**src/rtl/zigzag_scan_address_generator_core_assert.svh**
```systemverilog
// ----------------------------------------------------------------------------
// Assertion macros for the zigzag scan address generator
// Shared property forms for same-cycle and next-cycle checks.
// ----------------------------------------------------------------------------
`ifndef ZIGZAG_SCAN_ADDRESS_GENERATOR_CORE_ASSERT_SVH
`define ZIGZAG_SCAN_ADDRESS_GENERATOR_CORE_ASSERT_SVH

// Checks that the consequent holds in the same cycle as the antecedent.
`define ZZSAG_ASSERT_NOW(label, clk, rst_n, ante, cons, msg) \
  label: assert property (@(posedge clk) disable iff (!rst_n) (ante) |-> (cons)) \
    else $error(msg);

// Checks that the consequent holds in the cycle after the antecedent.
`define ZZSAG_ASSERT_NEXT(label, clk, rst_n, ante, cons, msg) \
  label: assert property (@(posedge clk) disable iff (!rst_n) (ante) |=> (cons)) \
    else $error(msg);

`endif

```
**src/rtl/zzsag_pkg.sv**
```systemverilog
// ----------------------------------------------------------------------------
// Zigzag scan address generator package
// Direction and wall-position codes, register indexes and the grid size limit.
// ----------------------------------------------------------------------------
package zzsag_pkg;

  localparam int MAX_DIM = 64;

  localparam logic REG_GRID_WIDTH  = 1'b0;
  localparam logic REG_GRID_HEIGHT = 1'b1;

  typedef enum logic [3:0] {
    DIR_DOWN      = 4'd0,
    DIR_RIGHT     = 4'd3,
    DIR_DOWN_LEFT = 4'd4,
    DIR_UP_RIGHT  = 4'd7,
    DIR_NONE      = 4'd8
  } dir_t;

  typedef enum logic [2:0] {
    POS_CENTER = 3'd0,
    POS_LEFT   = 3'd1,
    POS_BOTTOM = 3'd2,
    POS_TOP    = 3'd3,
    POS_RIGHT  = 3'd4,
    POS_OUT    = 3'd5
  } pos_t;

endpackage

```
**src/rtl/zigzag_scan_address_generator_core.sv**
```systemverilog
// ----------------------------------------------------------------------------
// Zigzag scan address generator
// Walks a configurable grid in anti-diagonal order, one cell per beat.
// ----------------------------------------------------------------------------
//
//  Channel | Direction | Handshake        | Payload
//  --------+-----------+------------------+---------------------------------
//  in_     | input     | in_valid/stall   | restart
//  out_    | output    | out_valid/stall  | column, row, order_number, last
//  cfg_    | input     | cfg_we           | cfg_index, cfg_data
//
//  Each input beat produces one output beat on the following cycle, and a
//  new input beat is taken every cycle while the output is not stalled.
//  The scan state and the result register update in the same cycle.
//  A stalled output register holds its beat and stalls the input side.
//  Synchronous reset restores both grid sizes to eight and clears the scan.
//
module zigzag_scan_address_generator_core (
  input  logic        clk,
  input  logic        rst_n,
  input  logic        in_valid,
  output logic        in_stall,
  input  logic        in_restart,
  output logic        out_valid,
  input  logic        out_stall,
  output logic [5:0]  out_column,
  output logic [5:0]  out_row,
  output logic [12:0] out_order_number,
  output logic        out_last_cell,
  input  logic        cfg_we,
  input  logic        cfg_index,
  input  logic [6:0]  cfg_data
);

  function automatic zzsag_pkg::pos_t locate(logic signed [7:0] x, logic signed [7:0] y,
                                             logic [6:0] w, logic [6:0] h);
    logic signed [7:0] ws;
    logic signed [7:0] hs;
    ws = $signed({1'b0, w});
    hs = $signed({1'b0, h});
    if (x < 8'sd0 || y < 8'sd0 || x >= ws || y >= hs) return zzsag_pkg::POS_OUT;
    else if (x == ws - 8'sd1) return zzsag_pkg::POS_RIGHT;
    else if (y == 8'sd0 && x != 8'sd0) return zzsag_pkg::POS_TOP;
    else if (y == hs - 8'sd1) return zzsag_pkg::POS_BOTTOM;
    else if (x == 8'sd0) return zzsag_pkg::POS_LEFT;
    else return zzsag_pkg::POS_CENTER;
  endfunction

  function automatic zzsag_pkg::dir_t along_dir(zzsag_pkg::pos_t p);
    case (p)
      zzsag_pkg::POS_LEFT, zzsag_pkg::POS_RIGHT:  return zzsag_pkg::DIR_DOWN;
      zzsag_pkg::POS_TOP, zzsag_pkg::POS_BOTTOM:  return zzsag_pkg::DIR_RIGHT;
      default:                                    return zzsag_pkg::DIR_NONE;
    endcase
  endfunction

  function automatic zzsag_pkg::dir_t away_dir(zzsag_pkg::pos_t p);
    case (p)
      zzsag_pkg::POS_LEFT, zzsag_pkg::POS_BOTTOM: return zzsag_pkg::DIR_UP_RIGHT;
      zzsag_pkg::POS_TOP, zzsag_pkg::POS_RIGHT:   return zzsag_pkg::DIR_DOWN_LEFT;
      default:                                    return zzsag_pkg::DIR_NONE;
    endcase
  endfunction

  logic [6:0]          grid_width_r;
  logic [6:0]          grid_height_r;
  logic [5:0]          col_r, col_nxt;
  logic [5:0]          row_r, row_nxt;
  zzsag_pkg::dir_t     dir_r, dir_nxt;
  logic [12:0]         count_r, count_nxt;
  logic                last_nxt;
  logic                out_valid_r;
  logic [5:0]          out_column_r;
  logic [5:0]          out_row_r;
  logic [12:0]         out_order_number_r;
  logic                out_last_cell_r;

  logic                in_accept;
  logic [6:0]          w_eff;
  logic [6:0]          h_eff;
  logic [13:0]         total_full;
  logic [12:0]         total;
  logic signed [7:0]   x, y, nx, ny;
  zzsag_pkg::pos_t     pos_cur, pos_up, pos_left, pos_next;
  zzsag_pkg::dir_t     dir_calc;
  logic                came_wall;
  logic                hold;

  assign in_accept = in_valid && !in_stall;
  assign in_stall  = out_valid_r && out_stall;

  always_comb begin
    if (grid_width_r == 7'd0) w_eff = 7'd1;
    else if (grid_width_r > 7'(zzsag_pkg::MAX_DIM)) w_eff = 7'(zzsag_pkg::MAX_DIM);
    else w_eff = grid_width_r;
    if (grid_height_r == 7'd0) h_eff = 7'd1;
    else if (grid_height_r > 7'(zzsag_pkg::MAX_DIM)) h_eff = 7'(zzsag_pkg::MAX_DIM);
    else h_eff = grid_height_r;
  end

  assign total_full = w_eff * h_eff;
  assign total      = total_full[12:0];

  assign x        = $signed({2'b00, col_r});
  assign y        = $signed({2'b00, row_r});
  assign pos_cur  = locate(x, y, w_eff, h_eff);
  assign pos_up   = locate(x, y - 8'sd1, w_eff, h_eff);
  assign pos_left = locate(x - 8'sd1, y, w_eff, h_eff);

  always_comb begin
    case (dir_r)
      zzsag_pkg::DIR_DOWN:
        came_wall = (pos_up == zzsag_pkg::POS_LEFT) || (pos_up == zzsag_pkg::POS_RIGHT);
      zzsag_pkg::DIR_RIGHT:
        came_wall = (pos_left == zzsag_pkg::POS_TOP) || (pos_left == zzsag_pkg::POS_BOTTOM);
      default:
        came_wall = 1'b0;
    endcase
  end

  always_comb begin
    if (w_eff == 7'd1) dir_calc = zzsag_pkg::DIR_DOWN;
    else if (h_eff == 7'd1) dir_calc = zzsag_pkg::DIR_RIGHT;
    else if (dir_r == zzsag_pkg::DIR_NONE)
      dir_calc = (pos_cur == zzsag_pkg::POS_CENTER) ? zzsag_pkg::DIR_NONE : along_dir(pos_cur);
    else if (pos_cur == zzsag_pkg::POS_CENTER) dir_calc = dir_r;
    else dir_calc = came_wall ? away_dir(pos_cur) : along_dir(pos_cur);
  end

  always_comb begin
    case (dir_calc)
      zzsag_pkg::DIR_DOWN:      begin nx = x;          ny = y + 8'sd1; end
      zzsag_pkg::DIR_RIGHT:     begin nx = x + 8'sd1;  ny = y;         end
      zzsag_pkg::DIR_DOWN_LEFT: begin nx = x - 8'sd1;  ny = y + 8'sd1; end
      zzsag_pkg::DIR_UP_RIGHT:  begin nx = x + 8'sd1;  ny = y - 8'sd1; end
      default:                  begin nx = x;          ny = y;         end
    endcase
  end

  assign pos_next = locate(nx, ny, w_eff, h_eff);

  always_comb begin
    col_nxt   = col_r;
    row_nxt   = row_r;
    dir_nxt   = dir_r;
    count_nxt = count_r;
    hold      = (count_r >= total) || (pos_cur == zzsag_pkg::POS_OUT) ||
                (dir_calc == zzsag_pkg::DIR_NONE) || (pos_next == zzsag_pkg::POS_OUT);
    if (in_restart || count_r == 13'd0) begin
      col_nxt   = 6'd0;
      row_nxt   = 6'd0;
      dir_nxt   = zzsag_pkg::DIR_NONE;
      count_nxt = 13'd1;
      last_nxt  = (total == 13'd1);
    end else begin
      if (!hold) begin
        col_nxt   = nx[5:0];
        row_nxt   = ny[5:0];
        dir_nxt   = dir_calc;
        count_nxt = count_r + 13'd1;
      end
      last_nxt = hold || (count_nxt >= total);
    end
  end

  always_ff @(posedge clk) begin
    if (!rst_n) begin
      grid_width_r  <= 7'd8;
      grid_height_r <= 7'd8;
      col_r         <= 6'd0;
      row_r         <= 6'd0;
      dir_r         <= zzsag_pkg::DIR_NONE;
      count_r       <= 13'd0;
      out_valid_r   <= 1'b0;
    end else begin
      if (cfg_we) begin
        if (cfg_index == zzsag_pkg::REG_GRID_HEIGHT) grid_height_r <= cfg_data;
        else grid_width_r <= cfg_data;
      end
      if (in_accept) begin
        col_r       <= col_nxt;
        row_r       <= row_nxt;
        dir_r       <= dir_nxt;
        count_r     <= count_nxt;
        out_valid_r <= 1'b1;
      end else if (!out_stall) begin
        out_valid_r <= 1'b0;
      end
    end
  end

  always_ff @(posedge clk) begin
    if (in_accept) begin
      out_column_r       <= col_nxt;
      out_row_r          <= row_nxt;
      out_order_number_r <= count_nxt;
      out_last_cell_r    <= last_nxt;
    end
  end

  assign out_valid        = out_valid_r;
  assign out_column       = out_column_r;
  assign out_row          = out_row_r;
  assign out_order_number = out_order_number_r;
  assign out_last_cell    = out_last_cell_r;

`include "zigzag_scan_address_generator_core_assert.svh"

  `ZZSAG_ASSERT_NOW(a_order_nonzero, clk, rst_n, out_valid_r,
    out_order_number_r != 13'd0, "result beat carries order number zero")
  `ZZSAG_ASSERT_NEXT(a_restart_origin, clk, rst_n, in_accept && in_restart,
    out_column_r == 6'd0 && out_row_r == 6'd0 && out_order_number_r == 13'd1,
    "restart beat did not return to the origin")
  `ZZSAG_ASSERT_NEXT(a_order_step, clk, rst_n, in_accept && !in_restart && count_r != 13'd0,
    out_order_number_r == $past(count_r) || out_order_number_r == $past(count_r) + 13'd1,
    "order number moved by more than one cell")

endmodule
```
**config.mk**
```make
export PLATFORM = sky130hd
export DESIGN_NAME = zigzag_scan_address_generator_core
export DESIGN_NICKNAME = d
export VERILOG_FILES = /design/src/rtl/zzsag_pkg.sv /design/src/rtl/zigzag_scan_address_generator_core.sv
export VERILOG_INCLUDE_DIRS = /design/src /design/src/rtl
export SDC_FILE = /design/constraint.sdc
export NUM_CORES = 1
export LEC_CHECK = 0
export BUFFER_PORTS_ARGS = -buffer_cell sky130_fd_sc_hd__buf_4
export CORE_AREA = 2 2 115 117
export DETAILED_ROUTE_END_ITERATION = 16
export DIE_AREA = 0 0 117 119
export PLACE_DENSITY = 0.81
export SYNTH_ARGS = -nofsm -noshare
export SYNTH_HDL_FRONTEND = slang
export SYNTH_SLANG_ARGS = --single-unit
```
**constraint.sdc**
```tcl
create_clock -name clk -period 10.8 [get_ports clk]
set_clock_uncertainty 0.1 [all_clocks]
set_input_delay 1.62 -clock clk [delete_from_list [all_inputs] [get_ports clk]]
set_output_delay 1.62 -clock clk [all_outputs]
set_load 0.05 [all_outputs]
```
# Yosys cells after proc, flatten, opt, wreduce, memory -nomap -nowiden
# Cells that the tools add are included.
totals:
  regBits: 70
  out_inout_bits: 28
  mem_bits_rw: 0
  memories: 0
  rom_bits: 0
  latch_bits: 0
  inputBits: 14
  wordCells: 159
classes:
  order_cmp: 16
  div_mod_pow: 0
  bitwise_logic: 1
  shifts: 0
  n_mul: 1
  reduce_logical: 50
  add_sub_neg: 7
  n_eq_ne: 27
  n_mux: 46
ops:
  columns: ["cell", "count"]
  rows:
  - ["$logic_not 8->1", 6]
  - ["$mux 13", 3]
  - ["$eq 8x8->1", 4]
  - ["$ge 8x8->1", 4]
  - ["$lt 8x1->1 const B", 4]
  - ["$mux 4", 8]
  - ["$pmux 8 s2", 2]
  - ["$mux 3", 10]
  - ["$mux 7", 4]
  - ["$ge 13x13->1", 2]
  - ["$mux 6", 4]
  - ["$reduce_bool 8->1", 3]
  - ["$logic_or 1x1->1", 19]
  - ["$eq 7x8->1", 2]
  - ["$pmux 4 s2", 2]
  - ["$sub 7x1->8 const B", 2]
  - ["$add 6x1->7 const B", 2]
  - ["$eq 7x1->1 const B", 2]
  - ["$ge 6x7->1", 2]
  - ["$gt 7x7->1 const B", 2]
  - ["$logic_not 7->1", 2]
  - ["$sub 6x1->7 const B", 2]
  - ["$add 13x1->13 const B", 1]
  - ["$eq 13x1->1 const B", 1]
  - ["other kinds (20)", 55]

# Depth between registers and ports, before layout
# Gate-level depths: netlist (run 1).
logic_depth:
  word_depth: 33
  mapped_depth: 46
  mapped_depth_nobuf: 44

# Least setup slack after synthesis (run 1)
# Ideal clock, no wire load.
synth_timing:
  path_type: "register to register"
  startpoint: "register grid_height_r[2]"
  endpoint: "register out_last_cell_r, in the netlist out_last_cell, data pin"
  setup_slack_ns: 2.094
  arrival_ns: 8.349
  period_less_slack_ns: 8.706
  setup_ns: 0.257
  stages_incl_launch_ff: 45
  t_required_ns: 10.443
  path_buffers: 2
  path_cell_list: "dfxtp_1 > buf_4 > or4_1 > nor2_1 > nor2_1 > nor2_1 > inv_1 > ha_1 > xor2_1 > o21ai_0 > a2bb2oi_1 > nor3_1 > a22oi_1 > o31ai_1 > nor2_1 > a211o_1 > a22oi_1 > nor2_1 > [... 9 more ...] > a311oi_1 > o41a_2 > clkbuf_1 > nand2_1 > o21ai_0 > ha_1 > nor2b_1 > o21a_1 > o21ai_0 > nand2b_1 > a21oi_1 > o21ai_0 > a21oi_1 > nor2b_1 > o21ai_0 > nand2_1 > a211o_1 > a32o_1"
synth_via:
  elab_chain_len: 33
  word_cells_on_any_way: 89
  classes_between: "add/sub: 1; mul: 1; order compare: 9; eq/ne: 20; mux: 33; reduce/logical: 25"
synth_rtl:
  columns: ["element", "line_no", "source"]
  rows:
  - ["start, declared", "zigzag_scan_address_generator_core.sv:66", "logic [6:0] grid_height_r;"]
  - ["start signal, assigned", "zigzag_scan_address_generator_core.sv:177", "if (cfg_index == zzsag_pkg::REG_GRID_HEIGHT) grid_height_r <= cfg_data;"]
  - ["$gt 7x7->1", "zigzag_scan_address_generator_core.sv:97", "else if (grid_height_r > 7'(zzsag_pkg::MAX_DIM)) h_eff = 7'(zzsag_pkg::MAX_DIM);"]
  - ["$mux 7", "zigzag_scan_address_generator_core.sv:97", null]
  - ["$mux 7 (*)", "zigzag_scan_address_generator_core.sv:96", "if (grid_height_r == 7'd0) h_eff = 7'd1;"]
  - ["branches (longest 29 deep; another with $sub 7x1->8)", null, null]
  - ["$mux 1 (*)", "zigzag_scan_address_generator_core.sv:149", "if (in_restart || count_r == 13'd0) begin"]
  - ["via last_nxt", "zigzag_scan_address_generator_core.sv:71", "logic last_nxt;"]
  - ["end signal, assigned", "zigzag_scan_address_generator_core.sv:197", "out_last_cell_r <= last_nxt;"]
  - ["end, declared", "zigzag_scan_address_generator_core.sv:76", "logic out_last_cell_r;"]
# Mark *: on every way through the listed nets, which the timed path passes. The select of a mux whose other input is x is not followed.
# A chain may end at the register's enable or synchronous reset.

# Worst setup path after layout (run 1)
# Same ends and word-level chain as after synthesis.

==> results of run 1 <==
-- worst max-delay path: cells and delay by family (launching register included) --
kind	cells	cell delay, ps
simple gates	12	2620
fa+ha+maj	3	860
xor+xnor	3	590
compound gates	21	4960
flops	1	400
buf+inv	2	350
-- area by class of cell --
cell class / instances / share of cell area (%)
Multi-Input combinational cell: 777 / 66.81
Clock inverter: 6 / 1.090
Clock buffer: 10 / 2.777
Sequential cell: 70 / 19.31
Timing Repair Buffer: 50 / 4.362
Tap cell: 176 / 2.559
Inverter: 71 / 3.097
-- worst max-delay path by stage --
stage                      from            end  slack, ps  depth (start not counted)
6_report       grid_height_r[2]  out_last_cell        670                         41
3_5_place_dp   grid_height_r[2]  out_last_cell       1030                         41
3_3_place_gp   grid_height_r[2]  out_last_cell       1190                         41
5_1_grt        grid_height_r[2]  out_last_cell         50                         43
2_1_floorplan  grid_height_r[2]  out_last_cell       2090                         44
4_1_cts        grid_height_r[2]  out_last_cell        910                         41
-- sequential cells by signal (all words and copies together), names as in the netlist --
name,count
count_r,13
out_order_number,13
grid_height_r,7
grid_width_r,7
col_r,6
out_column,6
out_row,6
row_r,6
dir_r,4
out_last_cell,1
out_valid,1
-- report_power, final --
part	leakage (uW)	total, uW	switching, uW	internal (uW)
clock network	0.000159	330	120	210
logic	0.00293	262	170	92.1
registers	0.000617	291	8.42	283
total	0.00370	883	298	585
-- metrics by stage --
step                      utilization [%]  setup slack [ps]  total power [uW]
final                               66.84             669.7             883.5
after global routing                66.84             45.48             918.4
after CTS                           66.84             906.9             880.3
after detailed placement            64.26              1026             551.1
after global placement              64.26              1193             546.1
after floorplan                         -              2094             483.1
-- logic make-up after synthesis --
family                     count (synthesis)  synth area share [%]
AOI/OAI and AO/OA                        237                 20.47
xor gates and xnor gates                  52                 5.950
adders and majority gates                130                 22.79
buffers and inverters                    120                 6.093
DFF                                       70                 21.07
muxes                                      7                0.9362
and+or+nand+nor                          351                 22.69
-- cells in the final DEF (no fill, tap or decap), drive strengths merged, types with 20 or more instances in the layout --
cell    netlist  layout
and2         21      21
dfxtp        44      44
buf          14      50
nor2b        21      21
nor3         23      23
nor2         73      73
inv          70      71
nand2        89      89
fa           23      23
nand3        31      31
o21ai        43      43
ha          106     106
xnor2        37      37
a21oi        66      66
edfxtp       26      26
nand4        20      20
-- Yosys cell counts (4+ instances only) --
library cell    n
nor2_1         73
nand2_1        89
nand4_1        20
o21bai_1       10
a21oi_1        66
or4_1           4
dfxtp_1        44
a211o_1         6
edfxtp_1       26
fa_1           23
buf_2           9
mux2i_1         4
clkbuf_1       35
a211oi_1        8
a21o_1         17
inv_1          70
a22oi_1         5
ha_1          106
nand3_1        31
nor3_1         22
nand2b_1        8
xnor2_1        37
or2_2           5
xor2_1         14
and3_1         13
or3_1          18
nor4_1          8
o21a_1         12
o2bb2ai_1       7
and2_1         21
o31ai_1         5
a31oi_1         9
nor2b_1        21
o21ai_0        41
a311oi_1        4
-- per-layer routing --
metal,share of wire [%],global-route usage [%],routed length [um]
met1,41,41.17,8804
met4,3.4,12.87,737
met5,0,0,0
met2,48,51.73,10270
met3,7.5,4.987,1600
==> impl_metrics.yaml, run 1 <==
routing:
  drtAntennaViolNets: 0
  wl_per_cell_um: 18.46
  drc: 0
  via_per_inst: 6.384
  dr_total_vias: 7406
  wirelength_um: 21420
  drtIter0Drc: 676
  firstDrtPassIters: 5
global_route:
  grt_pass1_vias: 7063
  antenna_found_initial: 0
  grt_first_pass_wirelength_um: 34760
  grt-ovfl-total: 0
  grt.total_usage_pct: 31.55
  grt_max_degree: 32
sta:
  worstMarginPinSlew_ps: 845.8
  finalHoldViolCount: 0
  hold-worst-slack_ps: 410.9
  max_freq_mhz: 98.71
  rsz0062_at_grt: "false"
  setup_viol: 0
  slew_headroom_pct: 43.41
  fin_tns_setup_ps: 0
  period_needed_ps: 10130
  slew_violations: 0
  final.period_utilization_pct: 93.80
clock_tree:
  clock-sinks: 70
  cts-buffers-inserted: 9
  cts_buffer_depth: 2
  clk_latency_ps: 350
  root_buffer: "clkbuf_16"
  cts.repair.resized: 0
  path_clk_slew_ps: 60
  cts_hold_buf: 0
  cts_setup_buffers: 0
  htree_levels: 3
  tritoncts: "built"
floorplan:
  rows: 42
  start_util_pct: 61.24
  io_pins: 42
  core_sq_um: 12870
  fp.dieW_um: 117
  die_y_um: 119
  dieArea_sq_um: 13920
finish:
  ff_latch_area_sq_um: 1662
  instances_no_fill: 1160
  fin_area_sq_um: 8606
  multi_input_area_sq_um: 5749
  nFillCells: 1079
  drive_gt1_share_pct: 8.638
  antenna_cells: 0
  area_growth_pct: 9.140
  nets: 1122
hold_path:
  min_to: "grid_height_r[0]"
  hp-start: "grid_height_r[0]"
  hold_path.class: "reg2reg"
  whs_path_depth: 2
logic_synthesis:
  synth_fp_nets: 1110
  yosys.cell_types.count: 83
  synth_area_leaders: "ha_1 17%, dfxtp_1 11%, edfxtp_1 9.9%"
  synth_edf_count: 26
  avgSynthCellArea_sq_um: 8.154
  synth_seq_cells: 70
  synth_top_flop_cell: "dfxtp_1"
  yosysTopAreaCell: "ha_1"
  yosysSeqAreaShare_pct: 21.07
  ys_warn_count: 0
  synth_area_sq_um: 7885
  synth_top_area_share_pct: 16.82
  synthesis.instances: 967
  postSynth.asyncResetShare_pct: 0
run_status:
  status: "complete, no violations"
critical_path:
  cp_max_fo: 29
  slowest_delay_ps: 580
  cpMostUsedCell: "o21ai_0"
  cp_slowest_cell: "o21ai_1"
  worstPathArrival_ps: 10130
  worstSetupStartpointType: "flop"
  r2r_start: "grid_height_r[2]"
  r2r_setup_slack_ps: 670
  path_class: "reg2reg"
  required_ps: 10800
  rr_endpoint: "out_last_cell"
  worst_setup_path_end_kind: "flop"
  r2r_cells: 41
run:
  drv_cap: 0
power:
  cellLeakagePower_uw: 0.003704
  ir_worst_vdd_mv: 0.07427
  power.density_nw_per_um2: 102.7
placement:
  gp_congestion: 0.9554
  io_buffers: 41
  placed_cell_area_sq_um: 8273
  dpl.cell_count: 1144
  dp_hpwl_um: 16260
Note: power is estimated with default switching activity, not from simulation.
==> run 2: changes to the inputs <==
--- a/config.mk
+++ b/config.mk
@@ -6,10 +6,12 @@
 export SDC_FILE = /design/constraint.sdc
 export NUM_CORES = 1
 export LEC_CHECK = 0
+export ABC_AREA = 1
 export BUFFER_PORTS_ARGS = -buffer_cell sky130_fd_sc_hd__buf_4
-export CORE_AREA = 2 2 115 117
+export CORE_AREA = 2 2 116 118
+export CTS_CLUSTER_SIZE = 8
 export DETAILED_ROUTE_END_ITERATION = 16
-export DIE_AREA = 0 0 117 119
+export DIE_AREA = 0 0 118 120
 export PLACE_DENSITY = 0.81
 export SYNTH_ARGS = -nofsm -noshare
 export SYNTH_HDL_FRONTEND = slang
==> run 2 against run 1 <==
Cell count up 15%. Global-route usage fell by 1.8 points. Fmax grew 16%. Sequential power up 8.2%. Critical path type unchanged.
==> impl_metrics.yaml, run 2 <==
run_status:
  status: "complete, no violations"
power:
  power.density_nw_per_um2: 132.7
  cellLeakagePower_uw: 0.004419
  ir_worst_vdd_mv: 0.07052
  power_uw: 1155
logic_synthesis:
  ys_warn_count: 0
  synthesis.instances: 1135
  synth_top_area_share_pct: 16.54
  yosys.cell_types.count: 53
  yosysSeqAreaShare_pct: 20.73
  avgSynthCellArea_sq_um: 7.063
  yosysTopAreaCell: "ha_1"
  synth_area_leaders: "ha_1 17%, nand2_1 12%, dfxtp_1 11%"
  synth_top_flop_cell: "dfxtp_1"
  synth_common_cells: "248 x nand2_1, 156 x inv_1, 116 x nand3_1, 106 x ha_1, 92 x nor2_1"
  synth_edf_count: 26
  synth_fp_nets: 1278
  synth_seq_cells: 70
  postSynth.asyncResetShare_pct: 0
  synth_area_sq_um: 8016
  synth.most_common_cell: "nand2_1"
routing:
  drtIter0Drc: 835
  wl_per_cell_um: 15.20
  drc: 0
  via_per_inst: 5.643
  dr_total_vias: 7550
  firstDrtPassIters: 6
  drtAntennaViolNets: 0
  wirelength_um: 20340
global_route:
  antenna_found_initial: 0
  grt_max_degree: 70
  grt_first_pass_wirelength_um: 33910
  grt-ovfl-total: 0
  grt_pass1_vias: 6892
  grt.total_usage_pct: 29.72
sta:
  worstMarginPinSlew_ps: 719.7
  max_freq_mhz: 114.8
  finalHoldViolCount: 0
  period_needed_ps: 8711
  slew_violations: 0
  rsz0062_at_grt: "false"
  slew_headroom_pct: 52.02
  fin_tns_setup_ps: 0
  setup_viol: 0
  final.period_utilization_pct: 80.66
critical_path:
  cp_slowest_cell: "fa_1"
  worstSetupStartpointType: "flop"
  r2r_cells: 40
  r2r_setup_slack_ps: 2090
  slowest_delay_ps: 560
  cp_max_fo: 20
  worstPathArrival_ps: 8690
  path_class: "reg2reg"
  cpMostUsedCell: "nand2_1"
  worst_setup_path_end_kind: "flop"
  required_ps: 10780
clock_tree:
  clock-sinks: 70
  path_clk_slew_ps: 70
  cts_setup_buffers: 0
  tritoncts: "built"
  cts_buffer_depth: 2
  htree_levels: 3
  cts-buffers-inserted: 9
  cts.repair.resized: 0
  clk_latency_ps: 350
  cts_hold_buf: 0
  root_buffer: "clkbuf_16"
floorplan:
  dieArea_sq_um: 14160
  core_sq_um: 12980
  die_y_um: 120
  rows: 42
  start_util_pct: 61.76
  io_pins: 42
  fp.dieW_um: 118
placement:
  dp_hpwl_um: 16090
  placed_cell_area_sq_um: 8387
  io_buffers: 41
  dpl.cell_count: 1323
  gp_congestion: 0.9497
finish:
  fin_area_sq_um: 8700
  nets: 1301
  nFillCells: 1131
  drive_gt1_share_pct: 9.897
  area_growth_pct: 8.522
  instances_no_fill: 1338
  antenna_cells: 0
  most-common-layout-cells: "248 x nand2_1, 156 x inv_1, 116 x nand3_1, 106 x ha_1, 91 x nor2_1"
  layout_commonest_cell: "nand2_1"
hold_path:
  whs_path_depth: 2
  hold_path.class: "reg2reg"
run:
  drv_cap: 0
run 2: changes by cell type after synthesis, sizes merged, moves of 15 or more:
cell	previous run	this run
and2	21	1
inv	70	169
xnor2	37	9
a21o	17	2
nand3	31	121
nor2b	21	0
nor2	73	109
clkbuf	35	12
xor2	14	31
or3	18	0
nand2	89	264
run 2: final timing paths:
path / end / startpoint
worst max-delay path: out_last_cell / grid_width_r[6]
worst min-delay path: grid_height_r[1] / grid_height_r[1]
worst max register to register: out_last_cell / grid_width_r[6]
worst min register to register: grid_height_r[1] / grid_height_r[1]
run 2: final cells by class:
cell class	count	area (sq um)	share of cell area, %
clock buffers	9	225.2	2.589
well taps	176	220.2	2.531
inverters	171	641.9	7.378
repair buffers	43	322.8	3.711
multi-input cells	863	5540	63.68
flip-flops and latches	70	1662	19.10
clock inverters	6	87.58	1.007
run 2: layer usage:
layer / track usage [%] / routed length, um / part of all wire [%] / vias up
met2: 46.15 / 8817 / 43 / 310
met5: 0 / 0 / 0 / -
met1: 42.71 / 9640 / 47 / 3414
met3: 4.610 / 1415 / 7.0 / 43
li1: - / - / - / 3783
met4: 8.961 / 469 / 2.3 / 0
run 2: where the power goes:
part | internal, uW | switching [uW] | total, uW
clock network | 200 | 118 | 319
logic | 170 | 351 | 521
registers | 299 | 16.8 | 315
total | 669 | 486 | 1150
run 2: cell families (layout without fill, tap and decap cells):
family / count (synthesis) / count (layout) / synth area share [%]
compound gates: 147 / 147 / 10.35
xor+xnor: 40 / 40 / 4.370
fa+ha+maj: 129 / 129 / 22.29
buf+inv: 202 / 229 / 10.35
flops: 70 / 70 / 20.73
simple gates: 547 / 547 / 31.92
run 2: through the flow:
stage / worst slack [ps] / hold slack (ps) / utilization, %
2_1_floorplan: 3244 / 357.1 / -
3_3_place_gp: 2504 / 370.5 / 64.61
3_5_place_dp: 2239 / 380.5 / 64.61
4_1_cts: 2164 / 389.2 / 67.02
5_1_grt: 1359 / 424.6 / 67.02
6_report: 2089 / 392.1 / 67.02
run 2: worst max-delay path: cells and delay by family (launching register included):
family	cells	cell delay, ps
adder cells (fa/ha/maj)	7	3010
AO/OA/AOI/OAI	15	2290
AND/OR/NAND/NOR	13	1650
buffers and inverters	4	740
flip-flops	1	400
XOR/XNOR	1	250
==> run 3: changes to the inputs <==
--- a/config.mk
+++ b/config.mk
@@ -6,12 +6,12 @@
 export SDC_FILE = /design/constraint.sdc
 export NUM_CORES = 1
 export LEC_CHECK = 0
-export ABC_AREA = 1
+export ABC_AREA = 0
 export BUFFER_PORTS_ARGS = -buffer_cell sky130_fd_sc_hd__buf_4
-export CORE_AREA = 2 2 116 118
+export CORE_AREA = 2 2 115 117
 export CTS_CLUSTER_SIZE = 8
 export DETAILED_ROUTE_END_ITERATION = 16
-export DIE_AREA = 0 0 118 120
+export DIE_AREA = 0 0 117 119
 export PLACE_DENSITY = 0.81
 export SYNTH_ARGS = -nofsm -noshare
 export SYNTH_HDL_FRONTEND = slang
==> constraint.sdc (replaced) <==
create_clock -name clk -period 8.7 [get_ports clk]
set_clock_uncertainty 0.1 [all_clocks]
set_input_delay 1.305 -clock clk [delete_from_list [all_inputs] [get_ports clk]]
set_output_delay 1.305 -clock clk [all_outputs]
set_load 0.05 [all_outputs]
==> run 3 against run 2 <==
Final area up 9.0%. Hold slack improved by 22 ps. Register-to-register slack lost 1900 ps. Total power down 0.57%. Sequential cell count did not move. Largest power group is now the clock network. Critical path type unchanged. Routed wire length rose by 16%. Count of clock-buffer cells in the layout grew 1. Global-route usage up 2.8 points. Critical endpoint unchanged. Fmax up 1.8%.
==> impl_metrics.yaml, run 3 (same netlist as run 1, synthesis figures left out) <==
run_status:
  status: "complete, no violations"
critical_path:
  r2r_start: "grid_width_r[3]"
  slowest_delay_ps: 530
  path_buf_inv: 5
  r2r_setup_slack_ps: 140
  r2r_cells: 43
  cp_max_fo: 7
  worstPathArrival_ps: 8560
  path_class: "reg2reg"
  critical_path_cell_count: 43
  worst_path_dominant_cell_family: "compound AO/OA/AOI/OAI gates"
  crit_path_start: "grid_width_r[3]"
  worst_setup_path_end_kind: "flop"
  rr_endpoint: "out_last_cell"
  worstSetupStartpointType: "flop"
  cp_slowest_cell: "fa_1"
  required_ps: 8700
  endpoint: "out_last_cell"
placement:
  io_buffers: 41
  place_ws_ps: 20.62
  dp_hpwl_um: 17040
  gp_congestion: 1.001
routing:
  wirelength_um: 23610
  dr_total_vias: 7883
  drtAntennaViolNets: 0
  drc: 0
  firstDrtPassIters: 6
  wl_per_cell_um: 19.15
  via_per_inst: 6.393
  drtIter0Drc: 785
sta:
  slew_headroom_pct: 28.78
  period_needed_ps: 8557
  setup_ws_ps: 143.0
  hold-worst-slack_ps: 414.1
  fin_tns_setup_ps: 0
  finalHoldViolCount: 0
  max_freq_mhz: 116.9
  worstMarginPinSlew_ps: 1067
  slew_violations: 0
  setup_viol: 0
  final.period_utilization_pct: 98.36
clock_tree:
  cts-buffers-inserted: 9
  tritoncts: "built"
  root_buffer: "clkbuf_16"
  htree_levels: 3
  cts_buffer_depth: 2
  path_clk_slew_ps: 60
  clk_latency_ps: 350
  clock-sinks: 70
  cts_hold_buf: 0
global_route:
  grt_first_pass_wirelength_um: 35690
  grt_max_degree: 32
  grt_pass1_vias: 7260
  grt.total_usage_pct: 32.54
  grt-ovfl-total: 0
  antenna_found_initial: 0
power:
  ir_worst_vdd_mv: 0.08164
  power.density_nw_per_um2: 121.0
  cellLeakagePower_uw: 0.004141
floorplan:
  die_y_um: 119
  core_sq_um: 12870
  rows: 42
  fp.dieW_um: 117
  start_util_pct: 61.24
  io_pins: 42
  dieArea_sq_um: 13920
finish:
  most-common-layout-cells: "120 x buf_4, 101 x ha_1, 85 x nand2_1, 68 x nor2_1, 65 x inv_1"
  nets: 1195
  ff_latch_area_sq_um: 1663
  nFillCells: 951
  multi_input_area_sq_um: 6072
  area_growth_pct: 20.30
  drive_gt1_share_pct: 20.72
  layout_commonest_cell: "buf_4"
  antenna_cells: 0
run:
  drv_cap: 0
hold_path:
  hold_path.class: "reg2reg"
run 3: worst reg2reg max path, delay by kind of cell, from the launching register on:
| kind | cells | cell delay [ps] |
|---|---|---|
| flip-flops | 1 | 320 |
| buffers and inverters | 5 | 420 |
| AO/OA/AOI/OAI | 18 | 3260 |
| adder cells (fa/ha/maj) | 7 | 2480 |
| XOR/XNOR | 2 | 380 |
| AND/OR/NAND/NOR | 11 | 1350 |
run 3: power by group:
part / switching [uW] / internal (uW)
Clock: 146 / 251
Sequential: 8.71 / 351
Combinational: 236 / 156
Total: 390 / 758
run 3: worst min-delay path by stage:
stage                           startpoint          endpoint  slack, ps  depth (start not counted)
after floorplan           grid_height_r[5]  grid_height_r[5]        360                          2
after global placement            dir_r[1]          dir_r[1]        390                          2
after detailed placement          dir_r[1]          dir_r[1]        400                          2
after CTS                 grid_height_r[5]  grid_height_r[5]        410                          2
after global routing      grid_height_r[0]  grid_height_r[0]        450                          2
final                     grid_height_r[5]  grid_height_r[5]        410                          2
run 3: what timing repair did:
item,in CTS,in global routing
setup buffers,0,22
pin swaps,0,55
gates resized for setup,1,73
hold endpoints to repair,0,0
setup endpoints to repair,1,1
run 3: metal layers:
metal	vias to the layer above	GRT usage, %	wire length, um
met5	-	0	0
met4	0	13.01	970
met3	93	5.445	1825
met2	411	53.76	11510
met1	3725	42.01	9310
li1	3654	-	-
run 3: through the flow:
step	total power (uW)	cells	area, sq um	util [%]
after floorplan	600.1	967	7890	-
after global placement	695.8	1195	8661	67.27
after detailed placement	703.2	1195	8661	67.27
after CTS	1098	1211	8984	69.78
after global routing	1190	1233	9485	73.67
final	1148	1233	9485	73.67
run 3: final cells by class:
type                    instances  area share, %
multi-input cells             777          64.02
clock buffers                  10          2.414
inverters                      71          2.849
clock inverters                 6         0.9234
well taps                     176          2.322
flip-flops and latches         70          17.53
repair buffers                123          9.946
